`src/hw/rtl/stks_pkg.sv`:
```
`timescale 1ns / 1ps
// ----------------------------------------------------------------------------
// stks_pkg: shared types and constants of the streaming top-k selector
// Field structs for the score stream and ranked results, store sizes.
// ----------------------------------------------------------------------------
package stks_pkg;

   localparam int KMax       = 8;
   localparam int MaxLen     = 131072;
   localparam int KW         = 4;    // keep_count width
   localparam int PosW       = 18;   // position counter width
   localparam int IdxW       = 17;
   localparam int SlotW      = $clog2(KMax);
   localparam logic [KW-1:0] KeepReset = KW'(5);

   typedef struct packed {
      logic [31:0] score_bits;
      logic        stream_end;
   } req_type;

   typedef struct packed {
      logic [IdxW-1:0] rank_index;
      logic [31:0]     rank_score;
      logic            run_last;
   } rsp_type;

   // Map a float pattern to an unsigned key with the same order.
   function automatic logic [31:0] order_key(input logic [31:0] b);
      order_key = b[31] ? ~b : {1'b0, b[30:0]} | 32'h8000_0000;
   endfunction

endpackage

```
`src/hw/rtl/streaming_top_k_select.sv`:
```
`timescale 1ns / 1ps
// The store updates on the edge that accepts a beat; a report starts on the
// cycle after its last beat, sends one result beat per cycle while rsp_ready
// is high, from a buffer. Throughput: one score per cycle; scores keep flowing
// while a report drains, only a last beat waits until the previous one drains.
// Reset: synchronous; store empty, position 0, keep_count 5.
// ----------------------------------------------------------------------------
// streaming_top_k_select
// Keeps the k largest float scores with positions in a sorted register store
// and reports them highest first on the last beat of each vector.
// ----------------------------------------------------------------------------
module streaming_top_k_select
   import stks_pkg::*;
(
   input  logic            clock,
   input  logic            reset,
   input  logic            req_valid,
   output logic            req_ready,
   input  req_type         req_data,
   output logic            rsp_valid,
   input  logic            rsp_ready,
   output rsp_type         rsp_data,
   input  logic            csr_we,
   input  logic [KW-1:0]   csr_wdata
);

   logic [KW-1:0]   keep_ff;
   logic [31:0]     sc_ff  [KMax];
   logic [IdxW-1:0] ix_ff  [KMax];
   logic [KW-1:0]   fill_ff, fill_in;
   logic [PosW-1:0] pos_ff;
   // report buffer: snapshot of the store being drained
   logic [31:0]     rs_ff  [KMax];
   logic [IdxW-1:0] ri_ff  [KMax];
   logic [KW-1:0]   rcnt_ff;   // entries left to send
   logic [SlotW-1:0] rptr_ff;

   logic            acc;
   logic [KW-1:0]   k_sat, fill_cut;
   logic [31:0]     key_new;
   logic [KMax-1:0] ge;        // entry i stays above new score
   logic [31:0]     sc_in [KMax];
   logic [IdxW-1:0] ix_in [KMax];
   logic            take;

   assign k_sat    = (keep_ff > KW'(KMax)) ? KW'(KMax) : keep_ff;
   assign fill_cut = (fill_ff > k_sat) ? k_sat : fill_ff;
   // only a last beat has to wait for the report buffer
   assign req_ready = (rcnt_ff == '0) || !req_data.stream_end;
   assign acc      = req_valid && req_ready;
   assign key_new  = order_key(req_data.score_bits);
   assign take     = (pos_ff < PosW'(MaxLen)) && (k_sat != '0);

   // Build the shifted store: slot i keeps, takes the new item, or shifts down.
   always_comb begin
      fill_in = fill_cut;
      for (int i = 0; i < KMax; i++) begin
         ge[i] = (KW'(i) < fill_cut) && (order_key(sc_ff[i]) >= key_new);
      end
      for (int i = 0; i < KMax; i++) begin
         sc_in[i] = sc_ff[i];
         ix_in[i] = ix_ff[i];
         if (take && KW'(i) < k_sat && !ge[i]) begin
            if (i == 0 || ge[(i == 0) ? 0 : i-1]) begin
               sc_in[i] = req_data.score_bits;
               ix_in[i] = pos_ff[IdxW-1:0];
            end else begin
               sc_in[i] = sc_ff[(i == 0) ? 0 : i-1];
               ix_in[i] = ix_ff[(i == 0) ? 0 : i-1];
            end
         end
      end
      if (take && fill_cut < k_sat) fill_in = fill_cut + KW'(1);
   end

   // Hold the control state.
   always_ff @(posedge clock) begin
      if (reset) begin
         keep_ff <= KeepReset;
         fill_ff <= '0;
         pos_ff  <= '0;
         rcnt_ff <= '0;
         rptr_ff <= '0;
      end else begin
         if (csr_we) keep_ff <= csr_wdata;
         if (acc) begin
            if (req_data.stream_end) begin
               fill_ff <= '0;
               pos_ff  <= '0;
            end else begin
               fill_ff <= fill_in;
               if (pos_ff < PosW'(MaxLen)) pos_ff <= pos_ff + PosW'(1);
            end
         end
         // load a new report, or advance the one draining
         if (acc && req_data.stream_end) begin
            rcnt_ff <= fill_in;
            rptr_ff <= '0;
         end else if (rsp_valid && rsp_ready) begin
            rcnt_ff <= rcnt_ff - KW'(1);
            rptr_ff <= rptr_ff + SlotW'(1);
         end
      end
   end

   // Advance the store and snapshot it on a last beat.
   always_ff @(posedge clock) begin
      if (acc) begin
         for (int i = 0; i < KMax; i++) begin
            sc_ff[i] <= sc_in[i];
            ix_ff[i] <= ix_in[i];
            if (req_data.stream_end) begin
               rs_ff[i] <= sc_in[i];
               ri_ff[i] <= ix_in[i];
            end
         end
      end
   end

   assign rsp_valid          = (rcnt_ff != '0);
   assign rsp_data.rank_index = ri_ff[rptr_ff];
   assign rsp_data.rank_score = rs_ff[rptr_ff];
   assign rsp_data.run_last   = (rcnt_ff == KW'(1));

endmodule

```
`config.mk`:
```
export PLATFORM = sky130hd
export DESIGN_NAME = streaming_top_k_select
export DESIGN_NICKNAME = d
export VERILOG_FILES = /design/src/hw/rtl/stks_pkg.sv /design/src/hw/rtl/streaming_top_k_select.sv
export SDC_FILE = /design/constraint.sdc
export NUM_CORES = 1
export LEC_CHECK = 0
export CAP_MARGIN = 0
export CELL_PAD_IN_SITES_DETAIL_PLACEMENT = 1
export CELL_PAD_IN_SITES_GLOBAL_PLACEMENT = 1
export CORE_ASPECT_RATIO = 0.9
export CORE_MARGIN = 8
export CORE_UTILIZATION = 35
export DETAILED_ROUTE_END_ITERATION = 7
export DONT_BUFFER_PORTS = 1
export PLACE_DENSITY_LB_ADDON = 0.15
export SETUP_SLACK_MARGIN = 0.15
export SLEW_MARGIN = 25
export SYNTH_ARGS = -nofsm -noshare
export SYNTH_HDL_FRONTEND = slang
export SYNTH_SLANG_ARGS = --single-unit
```
`constraint.sdc`:
```
create_clock -name clock -period 24.5 [get_ports clock]
set_input_delay 0 -clock clock [delete_from_list [all_inputs] [get_ports clock]]
set_output_delay 0 -clock clock [all_outputs]
set_load 0.005 [all_outputs]
```
==> impl_metrics.json, run 1 <==
{
  "status": "finished clean",
  "die_y_microns": 354,
  "fillers": 13100,
  "grt_pass1_vias": 30500,
  "fmax_mhz": 183,
  "synth-edff-count": 784,
  "synth_flop_cell": "edfxtp_1",
  "setup_viol_count_final": 0,
  "clock-skew-final_ns": 0.0523,
  "grt_max_degree": 139,
  "synthesis.nets": 3676,
  "fin_crit_ns": 5.48,
  "via_per_inst": 5.49,
  "relSlewSlack_pct": 28.1,
  "clk_latency_ns": 0.72,
  "ys_seq_area_share_pct": 54.6,
  "path_cells": "clkinv_1, nand2_1, ha_1, nand4_1, o311ai_4, nor2_1, mux2i_1, inv_1, ha_1, inv_1, a21oi_2, nor2_2, o31ai_4, buf_4, buf_4, mux2_2, mux2_2",
  "syn_avg_cell_area_sq_um": 13.2,
  "end_kind": "flip-flop",
  "path_depth": 17,
  "layout_commonest_cell": "edfxtp_1",
  "critical_path.max_stage_delay_ns": 0.65,
  "post-cts-setup-buffers": 0,
  "synth_cells": 3364,
  "final_nets": 3665,
  "holdCritPathClass": "primary input to flip-flop",
  "cp-startpoint": "keep_ff[3]$_SDFFE_PP0P_",
  "slowest_stage": "buf_4",
  "period_share_pct": 22.3,
  "die-width_microns": 392,
  "reg2reg_from": "keep_ff[3]$_SDFFE_PP0P_",
  "grt.overflow.total": 0,
  "worst-path-buf-inv": 5,
  "worst-endpoint-required_ns": 24.95,
  "yosysUniqueCellTypes": 69,
  "antenna_found_initial": 10,
  "critPathMaxFanout": 25,
  "hold_viol": 0,
  "p_per_area_nw_per_um2": 117,
  "netlist_area_sq_um": 44500,
  "fin_cells": 5137,
  "ctsHoldBuffers": 47,
  "gp_congestion": 0.818,
  "cts_sinks": 820,
  "synth-seq-cells": 820,
  "areaGrowthSynthToFinish_pct": 13.0,
  "start_util_pct": 35.1,
  "drc": 0,
  "startpoint_type": "flip-flop",
  "r2r_slack_ns": 19.02,
  "r2r-end": "rs_ff[7][4]$_DFFE_PP_",
  "cts_resized": 0,
  "peakVddDrop_uv": 68.0,
  "ios": 94,
  "grt_pass1_wl_microns": 214000,
  "cp-endpoint": "rs_ff[7][4]$_DFFE_PP_",
  "root_buffer": "clkbuf_16",
  "yosysWarnings": 0,
  "drv_slew": 0,
  "drt_iter0_markers": 1945,
  "final_cell_mix": "edfxtp_1 (784), mux2i_1 (299), ha_1 (270)",
  "clkTransAtPathRegs_ns": 0.06,
  "p_leak_nw": 18.1,
  "crit_type": "flip-flop to flip-flop",
  "drtPass1Iterations": 5,
  "htreeDepth": 3,
  "dp_cells": 4907,
  "ant_nets": 0,
  "vias": 28200,
  "track_usage_pct": 20.8,
  "core_sq_um": 127000,
  "wl_microns": 147000,
  "crit_arrival_ns": 5.92,
  "crit_family": "buffers and inverters",
  "cts_tree": "yes",
  "portBuffers": 0,
  "synth-async-reset-ratio_pct": 0,
  "maxCapViolations": 0,
  "drive_gt1_share_pct": 16.0,
  "clockBufferDepth": 3,
  "row_count": 124,
  "cts_buffers": 97,
  "r2r_cells": 17,
  "rsz0062_at_grt": "no",
  "hpwl_microns": 92000,
  "die_area_sq_um": 139000,
  "tns_ns": 0,
  "worstMarginPinSlew_ns": 1.05,
  "wire_per_inst_microns": 28.6
}
[per-layer routing]
layer,part of all wire (%),vias to the layer above,global-route usage [%]
li1,-,12700,-
met1,45,14600,28.4
met2,47,654,34.2
met3,4.5,214,3.37
met4,3.1,4,6.11
met5,0.019,-,0
[power breakdown]
| part | internal [mW] | leakage [nW] | switching [mW] |
|---|---|---|---|
| registers | 2.08 | 7.72 | 0.244 |
| logic | 0.775 | 8.72 | 1.27 |
| clock network | 0.902 | 1.64 | 0.632 |
| total | 3.76 | 18.1 | 2.14 |
[worst min path at each step]
stage	end	start	cells past startpoint
detailed placement	req_ready	req_data[0]	1
global placement	req_ready	req_data[0]	1
finish	pos_ff[0]$_SDFFE_PP0P_	req_data[0]	4
global route	pos_ff[0]$_SDFFE_PP0P_	req_data[0]	4
CTS	pos_ff[0]$_SDFFE_PP0P_	req_data[0]	4
floorplan	req_ready	req_data[0]	1
[through the flow]
step	cell area [sq um]	worst slack (ns)	hold WS (ns)	utilization, %	power [mW]
2_1_floorplan	44500	1.78	0.0521	-	3.74
3_3_place_gp	46300	18.99	0.0719	36.6	4.30
3_5_place_dp	46400	18.87	0.0650	36.6	4.39
4_1_cts	50200	18.84	0.000886	39.7	5.97
5_1_grt	50300	18.70	0.0546	39.7	6.24
6_report	50300	19.02	0.0576	39.7	5.90
[cell families after synthesis]
family / synth area share [%]
buffers and inverters: 2.38
muxes: 16.8
AOI/OAI and AO/OA: 7.37
adders and majority gates: 7.60
DFF: 54.6
xor gates and xnor gates: 5.87
and+or+nand+nor: 5.47
[Yosys cell counts (4+ instances only)]
library cell	number	share of area, %
mux2_1	9	0.23
buf_4	8	0.14
o211ai_1	9	0.15
mux2_2	176	4.5
a21oi_1	254	2.9
a2111oi_0	8	0.16
inv_1	23	0.19
buf_2	53	0.60
a211oi_1	16	0.27
o31ai_1	5	0.084
o21ai_1	6	0.068
nand2_1	212	1.8
xnor2_1	46	0.91
nand2b_1	9	0.13
a31oi_1	5	0.070
buf_1	24	0.20
nand3_1	25	0.28
a221oi_1	4	0.079
mux4_2	98	5.0
edfxtp_1	784	53
nor2b_1	9	0.13
and3_1	8	0.11
mux2_4	11	0.37
or4_1	4	0.068
ha_1	270	7.6
and2_1	5	0.070
mux2i_1	299	6.7
a211o_1	5	0.098
o21ai_0	200	2.3
nand4_1	33	0.46
a21o_1	27	0.46
and4_1	10	0.20
nor4_1	4	0.056
nor2_1	206	1.7
nor3_1	12	0.14
clkbuf_1	141	1.2
xor2_1	252	5.0
o21a_1	9	0.15
or3_1	7	0.098
or2_2	4	0.056
dfxtp_1	36	1.6
[sequential cells by signal, indices dropped and copies added (netlist names), named ones only]
name     count
rcnt_ff      4
keep_ff      4
rs_ff      256
fill_ff      4
rptr_ff      3
sc_ff      256
ix_ff      136
pos_ff      18
ri_ff      136
[final cells by class]
cell class	count	area [sq um]	share of cell area, %
Antenna cell	1	2.50	0.00498
Clock buffer	116	2600	5.18
Clock inverter	65	801	1.59
Inverter	24	97.6	0.194
Multi-Input combinational cell	2292	19300	38.4
Sequential cell	820	24300	48.3
Tap cell	1701	2130	4.23
Timing Repair Buffer	118	1060	2.11
[worst min-delay path, cell delays in order]
cell and delay (ns):
nand2_1 0.06, nand2_1 0.42, or3_1 0.19, a21oi_1 0.06
(Power assumes the default switching activity.)
==> run 2: changes to the inputs <==
Clock period 24.5 ns to 4.4 ns, I/O delays scaled along.
==> run 2 against run 1 <==
Net effect:
- setup slack got worse by 19 ns
- first-iteration DRC count decreased by 5.8%
- worst hold slack improved by 0.092 ns
- global-route usage about the same
- sequential cell count unchanged
- fmax increased by 33%
- critical path type unchanged
- highest routed layer is now met4
==> impl_metrics.json, run 2 (synthesis gave the netlist of run 1 again) <==
{
  "startpoint_type": "flip-flop",
  "fmax_mhz": 242,
  "regArea_sq_um": 24300,
  "seqPwrFrac_pct": 39.5,
  "period_share_pct": 93.8,
  "holdCritPathClass": "primary input to flip-flop",
  "drv_slew": 0,
  "p_switching_mw": 12.0,
  "hpwl_microns": 95700,
  "min-delay-start": "rsp_ready",
  "final_cell_area_sq_um": 51300,
  "portBuffers": 0,
  "final_nets": 3739,
  "layout_commonest_cell": "edfxtp_1",
  "r2r_cells": 14,
  "drtPass1Iterations": 7,
  "maxCapViolations": 0,
  "grt_pass1_wl_microns": 215000,
  "rsz0062_at_grt": "no",
  "fillers": 13100,
  "top_regs": "rs_ff (256), sc_ff (256)",
  "met2_usage_pct": 34.7,
  "fin_crit_ns": 4.13,
  "row_count": 124,
  "critPathMaxFanout": 56,
  "reg2reg_from": "sc_ff[1][63]$_DFFE_PP_",
  "switching_share_pct": 36.2,
  "areaGrowthSynthToFinish_pct": 15.3,
  "core_sq_um": 127000,
  "grt_max_degree": 103,
  "cts_tree": "yes",
  "met1_usage_pct": 28.6,
  "wire_per_inst_microns": 28.1,
  "clkTransAtPathRegs_ns": 0.06,
  "top_usage_layer": "met2",
  "root_buffer": "clkbuf_16",
  "clock-skew-final_ns": 0.0595,
  "vias": 28400,
  "p_clk_share_pct": 24.8,
  "grt.overflow.total": 0,
  "start_util_pct": 35.1,
  "relSlewSlack_pct": 29.1,
  "ant_nets": 0,
  "drive_gt1_share_pct": 17.6,
  "track_usage_pct": 20.8,
  "r2r_slack_ns": 0.27,
  "hold_depth": 4,
  "p_total_mw": 33.0,
  "final_cell_mix": "edfxtp_1 (784), mux2i_1 (298), ha_1 (269)",
  "wl_microns": 147000,
  "crit_arrival_ns": 4.56,
  "multi_input_area_sq_um": 19300,
  "cts_sinks": 820,
  "crit_type": "flip-flop to flip-flop",
  "cts_buffers": 96,
  "ios": 94,
  "status": "finished clean",
  "worst-endpoint-required_ns": 4.83,
  "placed_cell_area_sq_um": 47500,
  "use_met3_pct": 3.02,
  "die-width_microns": 392,
  "combPwrFrac_pct": 35.7,
  "drc": 0,
  "antenna_found_initial": 5,
  "peakVddDrop_uv": 386,
  "p_int_mw": 21.1,
  "clk_latency_ns": 0.74,
  "die_y_microns": 354,
  "hold_viol": 0,
  "gp_congestion": 0.845,
  "setup_viol_count_final": 0,
  "via_per_inst": 5.44,
  "die_area_sq_um": 139000,
  "r2r-end": "rs_ff[5][16]$_DFFE_PP_",
  "grt_pass1_vias": 30900,
  "p_leak_nw": 18.6,
  "worstMarginPinSlew_ns": 1.06,
  "p_per_area_nw_per_um2": 644,
  "htreeDepth": 3,
  "clockBufferDepth": 3,
  "end_kind": "flip-flop",
  "drt_iter0_markers": 1833
}
-- run 2: power groups by stage --
stage	sequential (mW)	combinational (mW)	clock, mW
floorplan	12.7	7.79	0
global placement	13.1	11.3	0
detailed placement	13.2	11.7	0
CTS	13.1	11.9	8.40
global route	13.3	13.0	8.64
finish	13.0	11.8	8.18
-- run 2: routing by layer --
| layer | wire length (microns) | up-vias |
|---|---|---|
| li1 | - | 12800 |
| met1 | 68100 | 14900 |
| met2 | 70100 | 500 |
| met3 | 5390 | 170 |
| met4 | 2910 | 0 |
| met5 | 0 | - |
-- run 2: how the worst max path moves through the flow --
stage | from | end | slack (ns) | depth (start not counted)
detailed placement | sc_ff[1][127]$_DFFE_PP_ | rs_ff[7][11]$_DFFE_PP_ | 0.02 | 12
global placement | sc_ff[0][95]$_DFFE_PP_ | rs_ff[2][7]$_DFFE_PP_ | 0.07 | 12
CTS | keep_ff[3]$_SDFFE_PP0P_ | rcnt_ff[3]$_SDFFE_PP0P_ | 0.16 | 14
global route | keep_ff[3]$_SDFFE_PP0P_ | rcnt_ff[1]$_SDFFE_PP0P_ | 0.09 | 14
floorplan | rcnt_ff[1]$_SDFFE_PP0P_ | flip-flop | -3.92 | 11
finish | sc_ff[1][63]$_DFFE_PP_ | rs_ff[5][16]$_DFFE_PP_ | 0.27 | 14
-- run 2: area by class of cell --
type	count	area share, %
sequential	820	47.4
multi-input combinational	2292	37.7
clock buffer	115	4.91
timing repair buffer	193	4.35
tap	1701	4.15
clock inverter	65	1.33
inverter	24	0.183
antenna	4	0.0195
-- run 2: per-stage QoR --
step | setup slack (ns) | util [%] | setup TNS (ns) | std cells | hold WS, ns
2_1_floorplan | -3.92 | - | -2623.73 | 3364 | 0.0420
3_3_place_gp | 0.0732 | 37.5 | 0 | 4975 | 0.0501
3_5_place_dp | 0.0247 | 37.5 | 0 | 4975 | 0.0503
4_1_cts | 0.160 | 40.4 | 0 | 5207 | 0.0774
5_1_grt | 0.0898 | 40.5 | 0 | 5212 | 0.163
6_report | 0.273 | 40.5 | 0 | 5214 | 0.150
-- run 2: what timing repair did --
action                     in CTS  in global routing
setup buffers                   2                  3
pin swaps                       0                  1
resized for setup               2                  9
hold endpoints to repair      571                  0
hold buffers                   50                  0
setup endpoints to repair     133                216
-- run 2: critical path, stage by stage (launching register included) --
cell      delay [ns]
edfxtp_1        0.43
buf_12          0.23
xor2_1          0.21
ha_1            0.34
nand4_1         0.33
nor4_1          0.78
buf_4           0.23
a21oi_1         0.06
o21a_1          0.17
a21oi_4         0.22
buf_12          0.18
nor3_4          0.06
buf_12          0.24
nor2_1          0.18
a21oi_1         0.08
